--- config.mk ---
export PLATFORM = sky130hd
export DESIGN_NAME = neps_drain
export DESIGN_NICKNAME = d
export VERILOG_FILES = /design/src/rtl/nearest_eight_point_select_unit_assert.svh /design/src/rtl/neps_pkg.sv /design/src/rtl/neps_drain.sv
export SDC_FILE = /design/constraint.sdc
export NUM_CORES = 2
export LEC_CHECK = 0
export ABC_AREA = 0
export BUFFER_PORTS_ARGS = -buffer_cell sky130_fd_sc_hd__buf_4
export CAP_MARGIN = 30
export CORE_AREA = 2 2 429 431
export CTS_BUF_LIST = sky130_fd_sc_hd__clkbuf_8
export DETAILED_ROUTE_END_ITERATION = 7
export DIE_AREA = 0 0 431 433
export PLACE_DENSITY_LB_ADDON = 0.2
export REMOVE_ABC_BUFFERS = 1
export SLEW_MARGIN = 0
export SYNTH_ARGS = -nofsm -noshare
export SYNTH_HDL_FRONTEND = slang
export SYNTH_SLANG_ARGS = --single-unit
--- constraint.sdc ---
create_clock -name i_clk -period 39.4 [get_ports i_clk]
set_clock_uncertainty 0.15 [all_clocks]
set_input_delay 5.91 -clock i_clk [delete_from_list [all_inputs] [get_ports i_clk]]
set_output_delay 5.91 -clock i_clk [all_outputs]
set_load 0.02 [all_outputs]
--- src/rtl/nearest_eight_point_select_unit_assert.svh ---
// Assertion macros shared by the nearest point select unit.
`ifndef NEAREST_EIGHT_POINT_SELECT_UNIT_ASSERT_SVH
`define NEAREST_EIGHT_POINT_SELECT_UNIT_ASSERT_SVH

// Same-cycle implication, disabled while reset is held.
`define NEPS_ASSERT_NOW(label, clk, rst_n, ante, cons) \
    label: assert property (@(posedge clk) disable iff (!rst_n) (ante) |-> (cons)) \
        else $error("same-cycle check failed");

// Next-cycle implication, disabled while reset is held.
`define NEPS_ASSERT_NEXT(label, clk, rst_n, ante, cons) \
    label: assert property (@(posedge clk) disable iff (!rst_n) (ante) |=> (cons)) \
        else $error("next-cycle check failed");

`endif

--- src/rtl/neps_pkg.sv ---
// Shared types and constants of the nearest point select unit.
package neps_pkg;

    // Default sizes of the design.
    localparam int KEEP_COUNT_DEF = 8;
    localparam int COORD_BITS_DEF = 24;

    // Width of the rank field on the result channel.
    localparam int RANK_W = 3;

    // Configuration register indexes.
    localparam int CFG_IDX_W = 2;
    localparam logic [CFG_IDX_W-1:0] CFG_REF_X = 2'd0;
    localparam logic [CFG_IDX_W-1:0] CFG_REF_Y = 2'd1;
    localparam logic [CFG_IDX_W-1:0] CFG_REF_Z = 2'd2;

    // Control broadcast to every sort cell.
    typedef struct packed {
        logic ins;
        logic clr;
    } t_cell_ctl;

endpackage

--- src/rtl/neps_drain.sv ---
// Unload shift chain that sends out a finished list one entry per cycle while i_ready is high.
module neps_drain #(
    parameter int KEEP_COUNT = neps_pkg::KEEP_COUNT_DEF,
    parameter int COORD_BITS = neps_pkg::COORD_BITS_DEF
) (
    input  logic                                     i_clk,
    input  logic                                     i_rst_n,
    input  logic                                     i_load,
    input  logic [KEEP_COUNT-1:0]                    i_full,
    input  logic [KEEP_COUNT-1:0][2*COORD_BITS+1:0]  i_dist,
    input  logic [KEEP_COUNT-1:0][COORD_BITS-1:0]    i_x,
    input  logic [KEEP_COUNT-1:0][COORD_BITS-1:0]    i_y,
    input  logic [KEEP_COUNT-1:0][COORD_BITS-1:0]    i_z,
    output logic                                     o_can_load,
    output logic                                     o_valid,
    input  logic                                     i_ready,
    output logic [COORD_BITS-1:0]                    o_x,
    output logic [COORD_BITS-1:0]                    o_y,
    output logic [COORD_BITS-1:0]                    o_z,
    output logic [neps_pkg::RANK_W-1:0]              o_rank,
    output logic [2*COORD_BITS+1:0]                  o_dist,
    output logic                                     o_last
);
    import neps_pkg::*;

    localparam int DIST_W = 2 * COORD_BITS + 2;

    logic [KEEP_COUNT-1:0] r_vld;
    logic [DIST_W-1:0]     r_dist [KEEP_COUNT];
    logic [COORD_BITS-1:0] r_x [KEEP_COUNT];
    logic [COORD_BITS-1:0] r_y [KEEP_COUNT];
    logic [COORD_BITS-1:0] r_z [KEEP_COUNT];
    logic [RANK_W-1:0]     r_rank;

    logic [KEEP_COUNT:0]   w_vld_ext;
    logic                  w_pop;

    // Filled entries form a prefix, so the head is last when its neighbor is empty.
    assign w_vld_ext  = {1'b0, r_vld};
    assign w_pop      = r_vld[0] && i_ready;
    assign o_can_load = !r_vld[0] || (i_ready && !w_vld_ext[1]);

    // Valid flags and rank counter.
    always_ff @(posedge i_clk) begin
        if (!i_rst_n) begin
            r_vld  <= '0;
            r_rank <= '0;
        end else if (i_load) begin
            r_vld  <= i_full;
            r_rank <= '0;
        end else if (w_pop) begin
            r_vld  <= w_vld_ext[KEEP_COUNT:1];
            r_rank <= r_rank + RANK_W'(1);
        end
    end

    // Entry payload: parallel load from the sort chain, then shift toward the head.
    always_ff @(posedge i_clk) begin
        if (i_load) begin
            for (int k = 0; k < KEEP_COUNT; k++) begin
                r_dist[k] <= i_dist[k];
                r_x[k]    <= i_x[k];
                r_y[k]    <= i_y[k];
                r_z[k]    <= i_z[k];
            end
        end else if (w_pop) begin
            for (int k = 0; k < KEEP_COUNT - 1; k++) begin
                r_dist[k] <= r_dist[k+1];
                r_x[k]    <= r_x[k+1];
                r_y[k]    <= r_y[k+1];
                r_z[k]    <= r_z[k+1];
            end
        end
    end

    assign o_valid = r_vld[0];
    assign o_x     = r_x[0];
    assign o_y     = r_y[0];
    assign o_z     = r_z[0];
    assign o_dist  = r_dist[0];
    assign o_rank  = r_rank;
    assign o_last  = !w_vld_ext[1];

endmodule

---- Word-level counts from Yosys, hierarchy flattened ----
Memories as Yosys holds them, arrays and structs flattened.
Index checks and enable logic that the tools add are counted.
storage, ports and cells
  memories kept ........................... 4
  bits in latches ......................... 0
  bits in registers ....................... 11
  output and inout bits ................... 128
  memory bits (read-only) ................. 0
  logic and storage cells ................. 78
  RAM bits ................................ 976
  input port bits ......................... 988
cells by class
  div/mod/pow operators ................... 0
  $mul .................................... 0
  reductions and logical operators ........ 7
  add/subtract/negate cells ............... 1
  $lt $le $gt $ge ......................... 0
  shifts and indexed selects .............. 0
  bitwise gates (word level) .............. 29
  eq/ne operators ......................... 0
  muxes and demuxes ....................... 35
memories
  memory  words  width  read ports  clocked after memory_dff  write ports  RTL line          source
  r_dist  8      50     8           0                         8            neps_drain.sv:29  logic [DIST_W-1:0] r_dist [KEEP_COUNT];
  r_x     8      24     8           0                         8            neps_drain.sv:30  logic [COORD_BITS-1:0] r_x [KEEP_COUNT];
  r_y     8      24     8           0                         8            neps_drain.sv:31  logic [COORD_BITS-1:0] r_y [KEEP_COUNT];
  r_z     8      24     8           0                         8            neps_drain.sv:32  logic [COORD_BITS-1:0] r_z [KEEP_COUNT];
operators with widths
  operator                                     number
  two-way mux 24 bit                           21
  two-way mux 50 bit                           7
  OR 1 bit                                     28
  two-way mux 8 bit                            2
  two-way mux 1 bit                            5
  adder 3 x 1 -> 3 bit, second input constant  1
  logical AND 1 bit                            2
  zero test 1 bit                              2
  nonzero test 2 bit                           1
  OR reduction 2 bit                           1
  logical OR 1 bit                             1
  inverter 1 bit                               1

---- Depth between registers and ports, before layout ----
  depth in word-level cells ............... 5
  mapped depth ............................ 7
  gate-level depth less buffers ........... 4

---- Worst setup path after synthesis ----
No wires, ideal clock.
  path kind ............................... input to register
  start point ............................. input port i_load
  end point ............................... memory r_dist[0][0] (netlist bit), enable pin
  slack ................................... 13,175 ps
  cell stages on the path ................. 4
  path buffers ............................ 2
  data arrival time ....................... 20,196 ps
  library setup time ...................... 5,878 ps
  required time ........................... 33,372 ps
  cell sequence ........................... buf_2 inv_2 clkbuf_1 nand2_1
RTL lines
  item         RTL line          source
  from (decl)  neps_drain.sv:8   input logic i_load,
  to (decl)    neps_drain.sv:29

---- Final worst setup path ----
  start point ............................. input port i_ready
  end point ............................... output port o_can_load
between the ends
  cells in the longest elaborated chain, start to end .. 2
ends and longest elaborated chain
  item               RTL line          source
  from (decl)        neps_drain.sv:16  input logic i_ready,
  logical AND 1 bit  neps_drain.sv:41  assign o_can_load = !r_vld[0] || (i_ready && !w_vld_ext[1]);
  logical OR 1 bit   neps_drain.sv:41
  to (decl)          neps_drain.sv:14  output logic o_can_load,
No other way between the ends.

==> results.toml <==
[status]
status = "completed"

[layout]
syn_to_final_growth_pct = 31.5
final_common_cell = "buf_4"
fin_cells = 5803
final_nets = 4207
utilization = 0.310
layout-drive-gt1-share = 0.659
num-fill-cells = 18100
multi_input_area_um2 = 11700
layout_common_cells = "1138 x buf_4, 976 x edfxtp_1, 480 x mux2_4, 374 x mux2_2, 195 x clkbuf_8"
regArea_um2 = 29500

[clock_network]
postCtsSetupBuffers = 0
cts_sinks = 987
clk_pin_slew_ns = 0.06
tritoncts = "built"
ctsHoldBuffers = 0
root_buffer = "clkbuf_8"
clock_latency_ns = 0.93
cts_resized = 0
numCtsBuffers = 188
cts.htree.levels = 4
clockBufferDepth = 3

[global_routing]
grt_pass1_vias = 23700
track_usage = 0.144
gr-total-overflow = 0
grt_pass1_wl_um = 186000
antenna_found_initial = 56
grt_max_degree = 153

[sta]
setup_viol = 0
hold_viol_final = 0
setup-tns-final_ns = 0
slew_headroom = 0.360
tightest_slew_ns = 0.960
fin_crit_ns = 12.54
fin_crit_sh = 0.318
final-max-slew-violation-count = 0
max_freq_ghz = 0.0797
rsz0062_at_grt = "no"
timing.hold.ws_ns = 0.333

[pwr]
p_leak_nw = 23.5
powerDensity_nw_per_um2 = 43.1
peakVddDrop_v = 0.0000276
totalPowerFinal_mw = 2.43

[logic_synthesis]
syn_inst = 2100
syn_area_um2 = 42900
synth_area_per_cell_um2 = 20.4
synth_seq_area_share = 0.688
synth_cell_types = 21
synth_warnings = 0
ys_ff_latch = 987

[drt]
wl_met1_um = 52600
wire_per_inst_um = 24.3
wl_um = 141000
dr.pass1.iters = 5
drcViolationCount = 0
dr_wl_met2_um = 77100
routed-via-count = 22700
top_layer = "met5"
via_per_inst = 3.91
wl_met3_um = 7860
detail-route-antenna-nets = 0
drtIter0Drc = 1325

[place]
dp_hpwl_um = 106000
dp.cells = 5410
numPortBuffers = 1115
gp_congestion = 0.816

[floorplan]
die-area_um2 = 187000
chipHeight_um = 433
row_count = 157
core_um2 = 182000
top_level_ports = 1116
start_util = 0.236
dieWidth_um = 431

[worst_hold_path]
holdPathStages = 2
worst_hold_path_type = "flip-flop to flip-flop"
worstHoldEndpoint = "r_vld[7]"
hp-start = "r_vld[7]"

[critical_path]
crit_top_cell = "buf_4"
required_ns = 33.34
crit_arrival_ns = 6.48
end_kind = "output pin"
max_stage_delay_ns = 0.22
ff2ff_path_depth = 7
r2r_slack_ns = 33.27
r2r_end = "r_z[0][54]"
cp-start-kind = "input port"
reg2reg_from = "r_vld[0]"
path_class = "input port to output pin"
crit_fanout = 5
cp_cell_sequence = "buf_4, inv_1, o21ai_0, buf_4"
cpMaxStageDelayCell = "o21ai_0"

[job]
cap_violations = 0
==> routing by layer <==
metal  GRT usage  vias to the layer above
met5           0                        -
met4      0.0660                        4
met3      0.0431                      211
met2       0.256                      650
met1       0.158                    11400
li1            -                    10400
==> worst max path at each step <==
stage	slack, ns	start	endpoint	cells past startpoint
2_1_floorplan	13.29	i_ready	r_dist[0][0]	2
5_1_grt	26.79	i_ready	o_can_load	4
3_5_place_dp	26.87	i_ready	o_can_load	4
4_1_cts	26.86	i_ready	o_can_load	4
3_3_place_gp	26.85	i_ready	o_can_load	4
6_report	26.86	i_ready	o_can_load	4
==> report_power, final <==
group	switching (mW)	internal, mW
logic	0.0920	0.141
clock network	0.463	0.465
registers	0.0257	1.25
==> layout make-up <==
cell class / count / area share
sequential: 987 / 0.523
multi-input combinational: 891 / 0.207
timing repair buffer: 1147 / 0.155
tap: 2385 / 0.0529
clock buffer: 195 / 0.0476
clock inverter: 146 / 0.0122
antenna: 49 / 0.00217
inverter: 3 / 0.000200
==> flip-flops by register name (all words and copies together), names as in the netlist <==
| signal | cells |
|---|---|
| r_dist | 400 |
| r_x | 192 |
| r_y | 192 |
| r_z | 192 |
| r_vld | 8 |
| o_rank | 3 |
==> Yosys cell counts <==
library cell,number,area (µm²)
a21oi_1,7,35.0
edfxtp_1,976,29300
mux2_4,480,7210
nand3_1,4,20.0
nor2_1,2,7.51
mux2_2,374,4210
buf_2,34,170
a21boi_0,1,7.51
buf_4,122,916
ha_1,1,12.5
clkbuf_1,6,22.5
xor2_1,2,17.5
buf_6,54,608
dfxtp_1,11,220
nand3_2,1,10.0
buf_1,3,11.3
mux2i_1,6,60.1
o21ai_0,8,40.0
inv_2,1,3.75
inv_1,2,7.51
nand2_1,5,18.8
==> metrics by stage <==
stage	instance area, µm²	worst slack (ns)
3_3_place_gp	52800	26.85
5_1_grt	56400	26.79
2_1_floorplan	41200	13.29
4_1_cts	56200	26.86
3_5_place_dp	52900	26.87
6_report	56400	26.86
==> worst max-delay path: cells and delay by family <==
kind	cells	cell delay, ns
AO/OA/AOI/OAI	1	0.22
buffers and inverters	3	0.35
==> cell families after synthesis <==
kind of cell               after synthesis  synth area share
DFF                                    987             0.688
xor gates and xnor gates                 2          0.000408
adders and majority gates                1          0.000292
muxes                                  860             0.267
and+or+nand+nor                         12           0.00131
AOI/OAI and AO/OA                       16           0.00192
buffers and inverters                  222            0.0405
Note: power is estimated with default switching activity, not from simulation.
