==> config.mk <==
export PLATFORM = sky130hd
export DESIGN_NAME = neps_dist
export DESIGN_NICKNAME = d
export VERILOG_FILES = /design/src/rtl/nearest_eight_point_select_unit_assert.svh /design/src/rtl/neps_pkg.sv /design/src/rtl/neps_dist.sv
export SDC_FILE = /design/constraint.sdc
export NUM_CORES = 2
export LEC_CHECK = 0
export ABC_AREA = 0
export BUFFER_PORTS_ARGS = -buffer_cell sky130_fd_sc_hd__buf_2
export CAP_MARGIN = 40
export CORE_ASPECT_RATIO = 1.75
export CORE_UTILIZATION = 50
export CTS_BUF_LIST = sky130_fd_sc_hd__clkbuf_8
export CTS_CLUSTER_SIZE = 24
export DETAILED_ROUTE_END_ITERATION = 12
export PLACE_DENSITY = 0.69
export SLEW_MARGIN = 10
export SYNTH_ARGS = -nofsm -noshare
export SYNTH_HDL_FRONTEND = slang
export SYNTH_SLANG_ARGS = --single-unit
==> constraint.sdc <==
create_clock -name i_clk -period 7.9 [get_ports i_clk]
set_input_delay 0.395 -clock i_clk [delete_from_list [all_inputs] [get_ports i_clk]]
set_output_delay 0.395 -clock i_clk [all_outputs]
set_load 0.005 [all_outputs]
==> src/rtl/nearest_eight_point_select_unit_assert.svh <==
// Assertion macros shared by the nearest point select unit.
`ifndef NEAREST_EIGHT_POINT_SELECT_UNIT_ASSERT_SVH
`define NEAREST_EIGHT_POINT_SELECT_UNIT_ASSERT_SVH

// Same-cycle implication, disabled while reset is held.
`define NEPS_ASSERT_NOW(label, clk, rst_n, ante, cons) \
    label: assert property (@(posedge clk) disable iff (!rst_n) (ante) |-> (cons)) \
        else $error("same-cycle check failed");

// Next-cycle implication, disabled while reset is held.
`define NEPS_ASSERT_NEXT(label, clk, rst_n, ante, cons) \
    label: assert property (@(posedge clk) disable iff (!rst_n) (ante) |=> (cons)) \
        else $error("next-cycle check failed");

`endif

==> src/rtl/neps_pkg.sv <==
// Shared types and constants of the nearest point select unit.
package neps_pkg;

    // Default sizes of the design.
    localparam int KEEP_COUNT_DEF = 8;
    localparam int COORD_BITS_DEF = 24;

    // Width of the rank field on the result channel.
    localparam int RANK_W = 3;

    // Configuration register indexes.
    localparam int CFG_IDX_W = 2;
    localparam logic [CFG_IDX_W-1:0] CFG_REF_X = 2'd0;
    localparam logic [CFG_IDX_W-1:0] CFG_REF_Y = 2'd1;
    localparam logic [CFG_IDX_W-1:0] CFG_REF_Z = 2'd2;

    // Control broadcast to every sort cell.
    typedef struct packed {
        logic ins;
        logic clr;
    } t_cell_ctl;

endpackage

==> src/rtl/neps_dist.sv <==
// Pipelined squared-distance unit: difference, magnitude, square, sum.
module neps_dist #(
    parameter int COORD_BITS = neps_pkg::COORD_BITS_DEF
) (
    input  logic                    i_clk,
    input  logic                    i_rst_n,
    input  logic                    i_en,
    input  logic                    i_vld,
    input  logic [COORD_BITS-1:0]   i_x,
    input  logic [COORD_BITS-1:0]   i_y,
    input  logic [COORD_BITS-1:0]   i_z,
    input  logic                    i_final,
    input  logic [COORD_BITS-1:0]   i_ref_x,
    input  logic [COORD_BITS-1:0]   i_ref_y,
    input  logic [COORD_BITS-1:0]   i_ref_z,
    output logic                    o_vld,
    output logic                    o_final,
    output logic [2*COORD_BITS+1:0] o_dist,
    output logic [COORD_BITS-1:0]   o_x,
    output logic [COORD_BITS-1:0]   o_y,
    output logic [COORD_BITS-1:0]   o_z
);
    import neps_pkg::*;

    localparam int DW = COORD_BITS + 1;
    localparam int SQ_W = 2 * COORD_BITS;
    localparam int DIST_W = 2 * COORD_BITS + 2;
    localparam int NSTG = 4;

    // Stage valid and final flags, plus the point carried along.
    logic [NSTG-1:0]       r_vld;
    logic [NSTG-1:0]       r_fin;
    logic [COORD_BITS-1:0] r_px [NSTG];
    logic [COORD_BITS-1:0] r_py [NSTG];
    logic [COORD_BITS-1:0] r_pz [NSTG];

    logic [DW-1:0]         r_dx, r_dy, r_dz;
    logic [COORD_BITS-1:0] r_mx, r_my, r_mz;
    logic [SQ_W-1:0]       r_sx, r_sy, r_sz;
    logic [DIST_W-1:0]     r_sum;

    logic [DW-1:0]         n_dx, n_dy, n_dz;
    logic [DW-1:0]         w_nx, w_ny, w_nz;
    logic [COORD_BITS-1:0] n_mx, n_my, n_mz;

    // Sign-extended differences; the magnitude always fits the coordinate width.
    always_comb begin
        n_dx = {i_x[COORD_BITS-1], i_x} - {i_ref_x[COORD_BITS-1], i_ref_x};
        n_dy = {i_y[COORD_BITS-1], i_y} - {i_ref_y[COORD_BITS-1], i_ref_y};
        n_dz = {i_z[COORD_BITS-1], i_z} - {i_ref_z[COORD_BITS-1], i_ref_z};
        w_nx = ~r_dx + DW'(1);
        w_ny = ~r_dy + DW'(1);
        w_nz = ~r_dz + DW'(1);
        n_mx = r_dx[DW-1] ? w_nx[COORD_BITS-1:0] : r_dx[COORD_BITS-1:0];
        n_my = r_dy[DW-1] ? w_ny[COORD_BITS-1:0] : r_dy[COORD_BITS-1:0];
        n_mz = r_dz[DW-1] ? w_nz[COORD_BITS-1:0] : r_dz[COORD_BITS-1:0];
    end

    // Stage flags.
    always_ff @(posedge i_clk) begin
        if (!i_rst_n) begin
            r_vld <= '0;
        end else if (i_en) begin
            r_vld <= {r_vld[NSTG-2:0], i_vld};
        end
    end

    // Datapath registers advance together with the flags.
    always_ff @(posedge i_clk) begin
        if (i_en) begin
            r_fin   <= {r_fin[NSTG-2:0], i_final};
            r_px[0] <= i_x;
            r_py[0] <= i_y;
            r_pz[0] <= i_z;
            for (int k = 1; k < NSTG; k++) begin
                r_px[k] <= r_px[k-1];
                r_py[k] <= r_py[k-1];
                r_pz[k] <= r_pz[k-1];
            end
            r_dx  <= n_dx;
            r_dy  <= n_dy;
            r_dz  <= n_dz;
            r_mx  <= n_mx;
            r_my  <= n_my;
            r_mz  <= n_mz;
            r_sx  <= SQ_W'(r_mx) * SQ_W'(r_mx);
            r_sy  <= SQ_W'(r_my) * SQ_W'(r_my);
            r_sz  <= SQ_W'(r_mz) * SQ_W'(r_mz);
            r_sum <= DIST_W'(r_sx) + DIST_W'(r_sy) + DIST_W'(r_sz);
        end
    end

    assign o_vld   = r_vld[NSTG-1];
    assign o_final = r_fin[NSTG-1];
    assign o_dist  = r_sum;
    assign o_x     = r_px[NSTG-1];
    assign o_y     = r_py[NSTG-1];
    assign o_z     = r_pz[NSTG-1];

endmodule

Yosys cells after proc, flatten, opt, wreduce, memory -nomap -nowiden
Memory sizes are Yosys's and may differ from the RTL's. Index checks and enable logic that the tools add are counted.

Mux-type cells: 5. $mul: 3. Bitwise operators: 3. $add $sub $neg: 8.

Operator list (count): multiplier 24 x 24 -> 48 bit (3); subtractor 24 x 24 -> 25 bit (3); adder 24 x 1 -> 24 bit (second input constant) (3); two-way mux 24 bit (3); NOT 24 bit (3); adder 49 x 48 -> 50 bit (1); adder 48 x 48 -> 49 bit (1); two-way mux 1 bit (2).

Bits of input ports: 149. Output and inout port bits: 124. Register bits: 349. Memories kept: 3. RAM bits: 288. Word-level logic and storage cells: 34.

Memory list: r_px (words 4, bits a word 24, rd ports 4, clocked after Yosys merged registers in 0, write ports 4, RTL line neps_dist.sv:33) `logic [COORD_BITS-1:0] r_px [NSTG];`; r_py (words 4, bits a word 24, rd ports 4, clocked after Yosys merged registers in 0, write ports 4, RTL line neps_dist.sv:34) `logic [COORD_BITS-1:0] r_py [NSTG];`; r_pz (words 4, bits a word 24, rd ports 4, clocked after Yosys merged registers in 0, write ports 4, RTL line neps_dist.sv:35) `logic [COORD_BITS-1:0] r_pz [NSTG];`.

Depth between registers and ports, before layout
Word-level depth: 3. Depth in mapped cells: 30. Gate-level depth less buffers: 28.

Least setup slack after synthesis
No wires, ideal clock.

Path kind: flip-flop to flip-flop. Start point: register r_mx[2]. End point: register r_sx[47], data pin. Required time: 7638 ps. Period minus slack after synthesis: 7307 ps. Buffers on the path: 3. Setup slack: 593 ps. Cell stages (with the launch flop): 29. Data arrival time: 7045 ps. Cells stage by stage: edfxtp_1 clkbuf_1 clkbuf_1 nand2_1 fa_1 inv_1 fa_1 fa_1 inv_1 fa_1 inv_1 fa_1 fa_1 inv_1 fa_1 inv_1 ha_1 buf_2 a21o_1 a21o_1 a21oi_1 o21ai_0 a221oi_1 o31a_4 o31ai_4 o21a_1 a21o_1 a311oi_2 xnor2_1.

Cells in the longest elaborated chain, start to end: 1.

Ends and longest elaborated chain: start, declared (RTL line neps_dist.sv:38) `logic [COORD_BITS-1:0] r_mx, r_my, r_mz;`; start signal, assigned (RTL line neps_dist.sv:83) `r_mx <= n_mx;`; multiplier 24 x 24 -> 48 bit (RTL line neps_dist.sv:86) `r_sx <= SQ_W'(r_mx) * SQ_W'(r_mx);`; end signal, assigned (RTL line neps_dist.sv:86); end, declared (RTL line neps_dist.sv:39) `logic [SQ_W-1:0] r_sx, r_sy, r_sz;`.

No other way between the ends. A chain may end at the register's enable or synchronous reset.

Worst setup path after layout
Start point: register r_mz[2]. End point: register r_sz[40], data pin.

Cells in the longest elaborated chain, start to end: 1.

Ends and longest elaborated chain: start, declared (RTL line neps_dist.sv:38); start signal, assigned (RTL line neps_dist.sv:85) `r_mz <= n_mz;`; multiplier 24 x 24 -> 48 bit (RTL line neps_dist.sv:88) `r_sz <= SQ_W'(r_mz) * SQ_W'(r_mz);`; end signal, assigned (RTL line neps_dist.sv:88); end, declared (RTL line neps_dist.sv:39).

No other way between the ends.

==> metrics.cfg <==
[worst_setup_path]
cp.arrival_ns = 8.21
timing.rr.start = r_mz[2]$_DFFE_PP_
critPathMostFrequentCell = fa_1
crit_type = register to register
slowest_stage = edfxtp_1
rr_worst_depth = 25
reg2reg_slack_ns = 0.23
critPathTopFamily = adder cells
startpoint_type = register
max_stage_delay_ns = 0.64
critPathMaxFanout = 13
end_kind = register
cp.required_ns = 8.44
r2r_end = r_sz[40]$_DFFE_PP_
worst-path-buf-inv = 7

[logic_synthesis]
ys_warn_count = 0
syn_area_per_cell_um2 = 10.6
ys_types = 89
synth-edff-count = 630
synth_area_leaders = fa_1 35%, edfxtp_1 25%, ha_1 11%, inv_1 9.4%, nand2_1 2.9%
async_flop_share_pct = 0
synth_seq_area_share_pct = 25.0
synthFlopType = edfxtp_1
yosysTopAreaCell = fa_1
netlist.area_leader.share_pct = 34.7
synth_cells = 7152
ys_seq_elements = 634
synth_area_mm2 = 0.0760

[drt]
drtPass1Iterations = 9
wl_per_cell_um = 19.1
via_per_inst = 5.21
ant_nets = 0
drc = 2
via_count = 50700
drt-initial-drc-count = 2139
finalWirelength_um = 186000

[cts]
cts_root_buf = clkbuf_8
clkLatencyLatePin_ns = 0.88
cts_tree = yes
cts_sinks = 634
cts_buffers = 99
cts.clk_slew.worst_paths_ns = 0.07
htreeDepth = 3
clockBufferDepth = 3

[min_path]
whs_endpoint = r_dx[3]$_DFFE_PP_
hold_start = i_ref_x[3]
hold_depth = 5
min_path_type = primary input to register

[die]
rows = 189
dieHeight_um = 518
core_mm2 = 0.151
initial_core_util_pct = 50.3
die_w_um = 297
dieArea_mm2 = 0.154
io_pins = 273

[final_layout]
drive_gt1_share_pct = 8.88
synthToLayoutAreaGrowth_pct = 10.4
layout_commonest_cell = inv_1
final_cell_mix = 1,918 x inv_1, 1,316 x fa_1, 650 x ha_1
nets = 9758

[flow_run]
drv_cap = 0

[grt]
grt_pass1_vias = 57600
grt_overflow = 0
grt_pass1_wl_um = 298000
antenna_found_initial = 5
grt_max_degree = 184
track_usage_pct = 25.0

[sta]
slew_headroom_pct = 28.2
finalCritPeriodShare_pct = 97.1
fin_setup_tns_ns = 0
hold_viol_final = 0
skew_ns = 0.103
rsz0062_at_grt = no
timing.fmax_mhz = 130
worst_pin_slew_ns = 1.08
min_period_ns = 7.67
slew_viol_final = 0
setup-violations-final = 0

[placement]
hpwl_um = 154000
portBuffers = 272
gp_congestion = 0.966

[status]
outcome = finished with violations
failed_checks = DRC

metrics by stage:
stage	instances	setup WS (ns)	hold WS, ns	util, %	area [µm²]
6_report	9729	0.226	0.0676	55.6	84000
5_1_grt	9729	0.00624	0.0733	55.6	84000
4_1_cts	9713	0.220	0.00359	55.5	83800
3_5_place_dp	9451	0.229	0.405	53.6	81000
3_3_place_gp	9451	0.340	0.400	53.6	81000
2_1_floorplan	7154	0.593	0.400	-	76000
per-layer routing:
layer | wire, µm | share of wire [%] | GRT usage (%) | vias up
met1 | 63000 | 34 | 25.2 | 25800
met5 | 0 | 0 | 0 | -
met4 | 12500 | 6.8 | 15.4 | 0
met2 | 103000 | 56 | 48.3 | 1276
li1 | - | - | - | 23100
met3 | 6740 | 3.6 | 2.90 | 579
Yosys cell counts, types with 8 or more instances:
library cell	number
a21boi_0	10
mux2i_1	8
nand2_1	588
fa_1	1316
ha_1	650
or3_1	22
xnor2_1	230
o21ai_0	115
edfxtp_1	630
o31ai_1	26
o21bai_1	23
a21oi_1	218
nor2_1	156
o41ai_1	8
a31oi_1	22
nand2b_1	29
buf_2	8
o21a_1	35
and2_1	349
nor3_1	32
or4_1	11
nand4_1	29
a21o_1	152
and3_1	20
inv_1	1895
o21ai_1	17
nand3_1	45
clkbuf_1	185
or2_2	10
xor2_1	99
a211oi_1	20
and4_1	9
nor2b_1	57
cell families after synthesis:
logic type	Yosys count	share of synthesized area, %
AOI/OAI and AO/OA	743	6.51
xor gates and xnor gates	329	3.79
adders and majority gates	1966	45.4
buffers and inverters	2089	10.3
DFF	634	25.0
muxes	12	0.165
other	1	0.00493
and+or+nand+nor	1378	8.85
worst reg2reg max path: cells and delay by family, from the launching register on:
kind            cells  cell delay, ns
simple gates        1            0.12
flops               1            0.64
compound gates      8            2.00
buf+inv             7            0.75
xor+xnor            1            0.08
fa+ha+maj           8            3.81
registers in the layout, indices dropped and copies added, names as in the netlist, 47 cells and up:
name	count
r_py	96
r_sy	47
r_sx	47
r_sz	47
o_dist	50
r_pz	96
r_px	96
worst max-delay path by stage:
stage | from | end | slack (ns) | cells after the start
CTS | r_mx[12]$_DFFE_PP_ | r_sx[47]$_DFFE_PP_ | 0.22 | 25
global placement | r_mx[12]$_DFFE_PP_ | r_sx[47]$_DFFE_PP_ | 0.34 | 24
global route | r_mx[5]$_DFFE_PP_ | r_sx[47]$_DFFE_PP_ | 0.006 | 25
finish | r_mz[2]$_DFFE_PP_ | r_sz[40]$_DFFE_PP_ | 0.23 | 25
floorplan | r_mx[2]$_DFFE_PP_ | r_sx[47]$_DFFE_PP_ | 0.59 | 28
detailed placement | r_mx[12]$_DFFE_PP_ | r_sx[47]$_DFFE_PP_ | 0.23 | 25
timing repair:
| action | CTS | global route |
|---|---|---|
| hold endpoints to repair | 89 | 0 |
| setup buffers | 0 | 13 |
| setup endpoints to repair | 0 | 8 |
| hold buffers | 83 | 0 |
| gates resized for setup | 0 | 1 |
layout make-up:
class,instances,area [µm²]
antenna,3,7.51
multi-input combinational,4431,49200
inverter,1895,7110
sequential,634,19000
tap,2005,2510
timing repair buffer,582,4120
clock inverter,79,656
clock buffer,100,1380
fill,13000,67100
Power is not shown: default switching activity piles up to over one toggle a cycle in this logic, so the estimate is an artifact.
