<file path="config.mk">
export PLATFORM = sky130hd
export DESIGN_NAME = neps_cell
export DESIGN_NICKNAME = d
export VERILOG_FILES = /design/src/rtl/nearest_eight_point_select_unit_assert.svh /design/src/rtl/neps_pkg.sv /design/src/rtl/neps_cell.sv
export SDC_FILE = /design/constraint.sdc
export NUM_CORES = 1
export LEC_CHECK = 0
export ABC_AREA = 1
export BUFFER_PORTS_ARGS = -buffer_cell sky130_fd_sc_hd__buf_2
export CORE_AREA = 3 3 190 192
export DETAILED_ROUTE_END_ITERATION = 8
export DIE_AREA = 0 0 193 195
export GPL_ROUTABILITY_DRIVEN = 0
export HOLD_SLACK_MARGIN = 0.06
export MAX_ROUTING_LAYER = met4
export PLACE_DENSITY = 0.52
export SLEW_MARGIN = 25
export SYNTH_ARGS = -nofsm -noshare
export SYNTH_HDL_FRONTEND = slang
export SYNTH_SLANG_ARGS = --single-unit
</file>
<file path="constraint.sdc">
create_clock -name i_clk -period 4.4 [get_ports i_clk]
set_input_delay 0.22 -clock i_clk [delete_from_list [all_inputs] [get_ports i_clk]]
set_output_delay 0.22 -clock i_clk [all_outputs]
set_load 0.005 [all_outputs]
</file>
<file path="src/rtl/nearest_eight_point_select_unit_assert.svh">
// Assertion macros shared by the nearest point select unit.
`ifndef NEAREST_EIGHT_POINT_SELECT_UNIT_ASSERT_SVH
`define NEAREST_EIGHT_POINT_SELECT_UNIT_ASSERT_SVH

// Same-cycle implication, disabled while reset is held.
`define NEPS_ASSERT_NOW(label, clk, rst_n, ante, cons) \
    label: assert property (@(posedge clk) disable iff (!rst_n) (ante) |-> (cons)) \
        else $error("same-cycle check failed");

// Next-cycle implication, disabled while reset is held.
`define NEPS_ASSERT_NEXT(label, clk, rst_n, ante, cons) \
    label: assert property (@(posedge clk) disable iff (!rst_n) (ante) |=> (cons)) \
        else $error("next-cycle check failed");

`endif

</file>
<file path="src/rtl/neps_pkg.sv">
// Shared types and constants of the nearest point select unit.
package neps_pkg;

    // Default sizes of the design.
    localparam int KEEP_COUNT_DEF = 8;
    localparam int COORD_BITS_DEF = 24;

    // Width of the rank field on the result channel.
    localparam int RANK_W = 3;

    // Configuration register indexes.
    localparam int CFG_IDX_W = 2;
    localparam logic [CFG_IDX_W-1:0] CFG_REF_X = 2'd0;
    localparam logic [CFG_IDX_W-1:0] CFG_REF_Y = 2'd1;
    localparam logic [CFG_IDX_W-1:0] CFG_REF_Z = 2'd2;

    // Control broadcast to every sort cell.
    typedef struct packed {
        logic ins;
        logic clr;
    } t_cell_ctl;

endpackage

</file>
<file path="src/rtl/neps_cell.sv">
// One slot of the sorted insertion chain.
module neps_cell #(
    parameter int COORD_BITS = neps_pkg::COORD_BITS_DEF
) (
    input  logic                    i_clk,
    input  logic                    i_rst_n,
    input  neps_pkg::t_cell_ctl     i_ctl,
    input  logic [2*COORD_BITS+1:0] i_dist,
    input  logic [COORD_BITS-1:0]   i_x,
    input  logic [COORD_BITS-1:0]   i_y,
    input  logic [COORD_BITS-1:0]   i_z,
    input  logic                    i_lt_prev,
    input  logic                    i_prev_full,
    input  logic [2*COORD_BITS+1:0] i_prev_dist,
    input  logic [COORD_BITS-1:0]   i_prev_x,
    input  logic [COORD_BITS-1:0]   i_prev_y,
    input  logic [COORD_BITS-1:0]   i_prev_z,
    output logic                    o_lt,
    output logic                    o_full,
    output logic [2*COORD_BITS+1:0] o_dist,
    output logic [COORD_BITS-1:0]   o_x,
    output logic [COORD_BITS-1:0]   o_y,
    output logic [COORD_BITS-1:0]   o_z,
    output logic                    o_nxt_full,
    output logic [2*COORD_BITS+1:0] o_nxt_dist,
    output logic [COORD_BITS-1:0]   o_nxt_x,
    output logic [COORD_BITS-1:0]   o_nxt_y,
    output logic [COORD_BITS-1:0]   o_nxt_z
);
    import neps_pkg::*;

    localparam int DIST_W = 2 * COORD_BITS + 2;

    logic                  r_full;
    logic [DIST_W-1:0]     r_dist;
    logic [COORD_BITS-1:0] r_x, r_y, r_z;

    logic                  n_full;
    logic [DIST_W-1:0]     n_dist;
    logic [COORD_BITS-1:0] n_x, n_y, n_z;

    // The new point lands here when it beats this slot but not the one before;
    // every slot after the landing point takes its left neighbor's entry.
    always_comb begin
        o_lt   = !r_full || (i_dist < r_dist);
        n_full = r_full;
        n_dist = r_dist;
        n_x    = r_x;
        n_y    = r_y;
        n_z    = r_z;
        if (i_lt_prev) begin
            n_full = i_prev_full;
            n_dist = i_prev_dist;
            n_x    = i_prev_x;
            n_y    = i_prev_y;
            n_z    = i_prev_z;
        end else if (o_lt) begin
            n_full = 1'b1;
            n_dist = i_dist;
            n_x    = i_x;
            n_y    = i_y;
            n_z    = i_z;
        end
    end

    // Occupancy flag; a clear empties the slot as its updated contents are handed off.
    always_ff @(posedge i_clk) begin
        if (!i_rst_n) begin
            r_full <= 1'b0;
        end else if (i_ctl.clr) begin
            r_full <= 1'b0;
        end else if (i_ctl.ins) begin
            r_full <= n_full;
        end
    end

    // Slot contents.
    always_ff @(posedge i_clk) begin
        if (i_ctl.ins) begin
            r_dist <= n_dist;
            r_x    <= n_x;
            r_y    <= n_y;
            r_z    <= n_z;
        end
    end

    assign o_full     = r_full;
    assign o_dist     = r_dist;
    assign o_x        = r_x;
    assign o_y        = r_y;
    assign o_z        = r_z;
    assign o_nxt_full = n_full;
    assign o_nxt_dist = n_dist;
    assign o_nxt_x    = n_x;
    assign o_nxt_y    = n_y;
    assign o_nxt_z    = n_z;

endmodule

</file>
Yosys cells after proc, flatten, opt, wreduce, memory -nomap -nowiden
Cells that the tools add are included.
- memory bits (writable): 0
- memories: 0
- input port bits: 250
- output and inout port bits: 247
- logic and storage cells: 20
- bits in registers: 123
- bits in latches: 0
- ROM bits: 0
- div/mod/pow operators: 0
- multipliers: 0
- bitwise logic cells: 1
- add/subtract/negate cells: 0
- magnitude comparators: 1
- eq/ne operators: 0
- reductions and logical operators: 3
- mux-type cells: 10
- shift-type cells: 0
- operators by type and width (operator ; count):
    24-bit 2-to-1 mux ; 6
    50-bit 2-to-1 mux ; 2
    50-bit less-than comparator ; 1
    1-bit 2-to-1 mux ; 2
    2-bit OR reduction ; 1
    1-bit zero test ; 1
    1-bit logical OR ; 1
    1-bit inverter ; 1

Longest topological paths before layout
Gate-level depths: netlist of run 1.
- depth after elaboration: 4
- depth in mapped cells: 18
- depth with buffers taken out: 16

Worst setup path after synthesis of run 1
No wires, ideal clock.
- path type: register -> register
- from: reg r_dist[17], in the netlist o_dist[17]
- to: reg r_y[0], in the netlist o_y[0], data pin
- stages on the path, launching flop included: 15
- path slack: 2.257 ns
- clock period less this slack: 2.143 ns
- path buffers: 1
- data arrival time: 1.877 ns
- library setup time: 0.265 ns
- data required time: 4.135 ns
- path through: edfxtp_1 -> inv_1 -> ha_1 -> a21o_1 -> nor2_1 -> nand2_1 -> nor2_1 -> nand2_1 -> nand2_1 -> nand3_2 -> nand2_4 -> clkbuf_1 -> nand2_1 -> nand3_1 -> nand2_1
- longest elaborated chain between the ends: 4
- ends and longest elaborated chain (element ; RTL line ; source):
    from (decl) ; neps_cell.sv:35 ; logic [DIST_W-1:0] r_dist;
    from (signal assigned) ; neps_cell.sv:80 ; r_dist <= n_dist;
    50-bit less-than comparator ; neps_cell.sv:45 ; o_lt = !r_full || (i_dist < r_dist);
    1-bit logical OR ; neps_cell.sv:45 ;
    24-bit 2-to-1 mux ; neps_cell.sv:57 ; end else if (o_lt) begin
    24-bit 2-to-1 mux ; neps_cell.sv:51 ; if (i_lt_prev) begin
    via o_nxt_y[0] ; neps_cell.sv:27 ; output logic [COORD_BITS-1:0] o_nxt_y,
    to (signal assigned) ; neps_cell.sv:82 ; r_y <= n_y;
    to (decl) ; neps_cell.sv:36 ; logic [COORD_BITS-1:0] r_x, r_y, r_z;
The timed path passes the listed nets, and every way through them passes these cells.
A chain may end at the register's enable or synchronous reset.

Worst setup path after layout of run 1
- from: reg r_dist[47], in the netlist o_dist[47]
- to: out o_nxt_y[13]
- longest elaborated chain between the ends: 4
- ends and longest elaborated chain (element ; RTL line):
    50-bit less-than comparator ; neps_cell.sv:45
    1-bit logical OR ; neps_cell.sv:45
    24-bit 2-to-1 mux ; neps_cell.sv:57
    24-bit 2-to-1 mux ; neps_cell.sv:51
    to (decl) ; neps_cell.sv:27
Every way passes these cells.

==> flow_summary.json, run 1 <==
{
  "run_status": "completed",
  "fin_crit_ns": 3.38,
  "hold_depth": 3,
  "grt.overflow.total": 0,
  "mappedNetlistArea_sq_um": 8760,
  "core_area_sq_um": 34500,
  "grtUsageMet1_pct": 23.0,
  "endpoint_kind": "output port",
  "finalNonFillerCells": 2235,
  "yosys_warnings": 0,
  "use_met3_pct": 4.87,
  "combinationalPowerShare_pct": 24.6,
  "p_sw_share_pct": 30.7,
  "vdd_drop_max_mv": 0.277,
  "synth_top_area_share_pct": 41.8,
  "p_seq_share_pct": 37.5,
  "synthToLayoutAreaGrowth_pct": 47.9,
  "insertion_delay_ns": 0.44,
  "rsz0062_at_grt": "false",
  "ant_nets": 0,
  "grt.busiest_layer": "met2",
  "fillCellCount": 3777,
  "ys_types": 23,
  "die_h_um": 195,
  "synth_top_area_cell": "edfxtp_1",
  "synth_fp_nets": 1528,
  "max_slew_margin_pct": 33.2,
  "path_clk_slew_ns": 0.06,
  "io_pins": 497,
  "cap_violations": 0,
  "placed_cells": 2124,
  "p_clk_share_pct": 37.9,
  "dr.pass1.iters": 7,
  "first_global_vias": 10000,
  "power_density_nw_per_um2": 298,
  "finalSetupViolCount": 0,
  "syn_area_per_cell_sq_um": 7.13,
  "grt_pass1_wl_um": 56700,
  "skew_ns": 0.0112,
  "num_rows": 68,
  "clock.fmax_mhz": 296,
  "start_kind": "flop",
  "cts_buffers": 17,
  "worst-path-max-fanout": 44,
  "hold_viol": 0,
  "power.switching_mw": 1.19,
  "yosys_register_bits": 123,
  "met2_usage_pct": 34.3,
  "fin_tns_setup_ns": 0,
  "synth_area_leaders": "edfxtp_1, nand2_1, nand3_1",
  "drtIter0Drc": 455,
  "synth_seq_area_share_pct": 42.1,
  "start_util_pct": 25.4,
  "drv_slew": 0,
  "grt_start_max_net_pins": 123,
  "synth_mux_area_share_pct": 0,
  "worstHoldPathType": "input pin to flop",
  "worstRegToRegCells": 12,
  "internal_power_mw": 2.68,
  "syn_inst": 1229,
  "dieArea_sq_um": 37600,
  "dp_hpwl_um": 27300,
  "cellLeakagePower_nw": 7.42,
  "synth_compound_area_share_pct": 1.73,
  "cts_tree": "done",
  "antenna_found_initial": 2,
  "critPathKind": "flop to output port",
  "clock-root-buffer": "clkbuf_16",
  "drt-total-wl_um": 37700,
  "synth-adder-area-share_pct": 7.00,
  "fp.dieW_um": 193,
  "wl_per_cell_um": 16.9,
  "clock-sinks": 123,
  "vias": 9928,
  "synth_xor_area_share_pct": 0,
  "vias_per_cell": 4.44,
  "arrival_ns": 3.16,
  "drive_gt1_share_pct": 30.3,
  "drc_errors": 0,
  "h-tree-depth": 4,
  "timing.final.crit_share_pct": 76.7,
  "fin_nets": 2065,
  "postCtsSetupRepairBufs": 0,
  "cp.required_ns": 4.18,
  "tightest_slew_ns": 1.00,
  "grt_util_all_layers_pct": 20.0,
  "io_buffers": 496,
  "cts_max_path_buffers": 2,
  "synth_top_family_by_area": "simple AND/OR/NAND/NOR gates",
  "synthSimpleGateAreaFrac_pct": 33.9
}
[synth_stat cells]
cell and count:
a21o_1 3, a21oi_1 18, a31oi_1 1, and2_1 1
buf_2 12, buf_4 8, buf_6 9, clkbuf_1 38
clkinv_1 1, dfxtp_1 1, edfxtp_1 122, ha_1 49
inv_1 260, nand2_1 432, nand2_4 1, nand3_1 247
nand3_2 1, nand4_1 2, nor2_1 18, o211ai_1 1
o21a_1 2, o21ai_0 1, o21ai_1 1
[layout make-up]
type                    count  area (sq um)  area share, %
inverters                 261           982           7.58
well taps                 455           569           4.39
clock inverters            13           151           1.17
clock buffers              18           429           3.31
flip-flops and latches    123          3690           28.5
repair buffers            585          3390           26.2
diodes                      2          5.00         0.0386
multi-input cells         778          3740           28.9
[power groups by stage]
| stage | Combinational, mW | Sequential [mW] | Clock [mW] |
|---|---|---|---|
| finish | 0.950 | 1.45 | 1.46 |
| global placement | 0.900 | 1.47 | 0 |
| detailed placement | 0.901 | 1.47 | 0 |
| CTS | 0.961 | 1.45 | 1.53 |
| floorplan | 0.431 | 1.47 | 0 |
| global route | 1.07 | 1.46 | 1.55 |
[per-stage QoR]
stage	worst slack, ns	hold slack [ns]	power [mW]	util (%)	area (sq um)
final	1.02	0.0941	3.86	37.5	13000
after global routing	0.621	0.0814	4.08	37.5	13000
after CTS	0.905	0.0604	3.94	37.5	12900
after detailed placement	1.41	0.479	2.37	33.5	11600
after global placement	1.44	0.478	2.37	33.5	11600
after floorplan	2.26	0.321	1.90	-	8760
[worst max-delay path: stages (launching register included)]
cell,delay [ns]
edfxtp_1,0.39
inv_1,0.09
ha_1,0.24
a21oi_1,0.25
o21a_1,0.15
nand2_1,0.05
a21oi_1,0.22
nand3_4,0.13
nand2_4,0.45
buf_4,0.36
nand2_1,0.08
nand3_1,0.08
nand2_1,0.08
buf_2,0.14
[per-layer routing]
metal	up-vias	share of wire, %	wire (um)
met5	-	0	0
met4	0	2.4	900
met3	42	7.9	2970
met2	415	49	18500
met1	4534	41	15300
li1	4937	-	-
[state kept, by name, summed over array words and instances, names as in the netlist]
| signal | flops |
|---|---|
| o_dist | 50 |
| o_full | 1 |
| o_x | 24 |
| o_y | 24 |
| o_z | 24 |
[layout by cell type (no fill, tap or decap), drive strengths merged]
master / instances
a21oi: 18
dfxtp: 1
clkinvlp: 3
ha: 49
nor2: 18
nand4: 2
bufinv: 3
nand2: 433
clkinv: 6
o211ai: 1
inv: 262
edfxtp: 122
a21o: 3
clkbuf: 18
o21a: 2
diode: 2
and2: 1
dlygate4sd3: 78
a31oi: 1
o21ai: 2
buf: 507
nand3: 248
[final timing paths]
check,startpoint,slack (ns),end
worst max-delay path,o_dist[47]$_DFFE_PP_,1.02,o_nxt_y[13]
worst min register to register,o_y[9]$_DFFE_PP_,0.70,o_y[9]$_DFFE_PP_
worst max register to register,o_dist[47]$_DFFE_PP_,1.57,o_y[22]$_DFFE_PP_
worst min-delay path,i_prev_y[7],0.09,o_y[7]$_DFFE_PP_
[timing repair]
action / CTS / global route
hold buffers: 78 / 0
hold endpoints to repair: 77 / 0
setup endpoints to repair: 0 / 0
resized for setup: 0 / 0
[cell families after synthesis]
logic type | Yosys count
AND/OR/NAND/NOR | 702
buffers and inverters | 328
flip-flops | 123
AO/OA/AOI/OAI | 27
adder cells (fa/ha/maj) | 49
Power figures use the tool's default switching activity.
==> run 2, diff against run 1 <==
- PLACE_DENSITY: 0.52 -> 0.54
- clock period: 4.4 -> 2.8 ns (I/O delays scaled with it)
==> run 2 against run 1 <==
The run now ends with setup timing left. Final cell count is 4.8% higher. Global-route usage is 1.2 points higher. Register-to-register slack worse by 1.7 ns. Routed wire length is 11% higher. Hold slack worse by 0.0032 ns. Total power is 68% higher. First-iteration DRC count is 4.8% lower. Critical endpoint is now o_nxt_z[1]. Highest routed layer unchanged.
==> flow_summary.json, run 2 (synthesis gave the netlist of run 1 again) <==
{
  "clock-root-buffer": "clkbuf_16",
  "start_util_pct": 25.4,
  "hp-start": "i_y[1]",
  "grt_util_all_layers_pct": 21.2,
  "timing.final.crit_share_pct": 104,
  "num_rows": 68,
  "placed_cells": 2131,
  "core_area_sq_um": 34500,
  "worst-path-max-fanout": 25,
  "cts_max_path_buffers": 2,
  "finalSetupViolCount": 123,
  "skew_ns": 0.0103,
  "drc_errors": 0,
  "cp.required_ns": 2.66,
  "m1WireLength_um": 16500,
  "synthToLayoutAreaGrowth_pct": 69.5,
  "vdd_drop_max_mv": 0.423,
  "top_layer": "met4",
  "grt_pass1_wl_um": 59400,
  "fp.dieW_um": 193,
  "antenna_found_initial": 4,
  "wl_met2_um": 20700,
  "drive_gt1_share_pct": 37.7,
  "fin_crit_ns": 2.93,
  "rsz0062_at_grt": "true",
  "first_global_vias": 10700,
  "max_slew_margin_pct": 50.9,
  "dr.pass1.iters": 5,
  "mostFrequentLayoutCell": "buf_2",
  "combinationalPowerShare_pct": 30.1,
  "critPathKind": "flop to output port",
  "die_h_um": 195,
  "start_kind": "flop",
  "vias": 10600,
  "drv_slew": 0,
  "clock.fmax_mhz": 342,
  "worstSetupStartpoint": "o_dist[40]$_DFFE_PP_",
  "fin_nets": 2169,
  "dp_hpwl_um": 27900,
  "dieArea_sq_um": 37600,
  "vias_per_cell": 4.53,
  "met3_length_um": 2880,
  "ant_nets": 0,
  "violations": "setup timing",
  "cap_violations": 0,
  "finalNonFillerCells": 2342,
  "final_cell_mix": "buf_2, nand2_1, inv_1, nand3_1, dlygate4sd3_1",
  "worstHoldPathType": "input pin to flop",
  "clock-sinks": 123,
  "endpoint_kind": "output port",
  "grt.overflow.total": 0,
  "cp_slowest_cell": "edfxtp_1",
  "run_status": "complete, but fails checks",
  "arrival_ns": 2.79,
  "p_sw_share_pct": 30.8,
  "cts_tree": "done",
  "power_density_nw_per_um2": 438,
  "internal_power_mw": 4.49,
  "path_common_cell": "nand2_2",
  "reg2reg_from": "o_dist[40]$_DFFE_PP_",
  "cellLeakagePower_nw": 8.04,
  "slowest_delay_ns": 0.34,
  "power.switching_mw": 2.00,
  "hold_viol": 0,
  "drt-total-wl_um": 41700,
  "h-tree-depth": 4,
  "placed_cell_area_sq_um": 11700,
  "wl_per_cell_um": 17.8,
  "drtIter0Drc": 433,
  "fin_area_sq_um": 14800,
  "io_pins": 497,
  "io_buffers": 496,
  "p_seq_share_pct": 35.0,
  "grt_start_max_net_pins": 125,
  "path_clk_slew_ns": 0.06,
  "cts_buffers": 17,
  "largest_reg_flops": 50,
  "setup_ws_ns": -0.125,
  "path_cells": "inv_1, ha_4, nand2_2, nor2_4, nand2_2, nor2_4, nand2_1, nor2_2, nand2_2, nand3_4, nand2_8, buf_12, nand2_1, nand3_1, nand2_2, buf_2",
  "p_clk_share_pct": 34.9,
  "tightest_slew_ns": 0.736,
  "insertion_delay_ns": 0.44
}
==> run 2: final timing paths <==
check        slack, ns                end  cells after the start
max reg2reg      -0.09  o_z[22]$_DFFE_PP_                     20
min reg2reg       0.69   o_y[9]$_DFFE_PP_                      4
min               0.09   o_y[1]$_DFFE_PP_                      5
max              -0.13         o_nxt_z[1]                     16
==> run 2: what timing repair did <==
item | CTS | global route
endpoints found under the setup margin | 123 | 124
pin swaps | 38 | 28
hold buffers | 129 | 0
gates resized for setup | 51 | 112
hold endpoints to repair | 120 | 0
buffers inserted | 20 | 18
cloned | 5 | 5
==> run 2: routing by layer <==
metal  GRT usage (%)  vias up
met3            5.19       71
met4            8.68        0
met2            36.3      450
met5               -        -
li1                -     5149
met1            23.6     4943
==> run 2: cell type report <==
class	instances	area (sq um)
clock inverters	11	131
diodes	4	10.0
flip-flops and latches	123	3690
clock buffers	21	440
inverters	261	982
multi-input cells	778	4360
repair buffers	689	4670
well taps	455	569
fillers	3573	19700
==> run 2: per-stage QoR <==
step	setup slack [ns]	hold WS, ns	TNS [ns]	total power [mW]	utilization [%]
final	-0.125	0.0909	-9.06	6.50	43.0
after global routing	-0.288	0.0913	-30.70	6.82	43.0
after global placement	0.127	0.430	0	3.77	33.9
after floorplan	0.657	0.241	0	2.99	-
after CTS	-0.169	0.0601	-15.82	6.40	40.8
after detailed placement	0.127	0.427	0	3.77	33.9
==> run 2: critical path, delay by kind of cell (launching register included) <==
family | cells | cell delay (ns)
simple gates | 12 | 1.29
fa+ha+maj | 1 | 0.28
flops | 1 | 0.34
buf+inv | 3 | 0.43
==> run 2: power by group through the flow <==
stage / registers, mW / clock network, mW / logic (mW)
detailed placement: 2.30 / 0 / 1.47
global placement: 2.30 / 0 / 1.47
finish: 2.27 / 2.27 / 1.96
floorplan: 2.31 / 0 / 0.678
CTS: 2.27 / 2.34 / 1.80
global route: 2.29 / 2.38 / 2.16
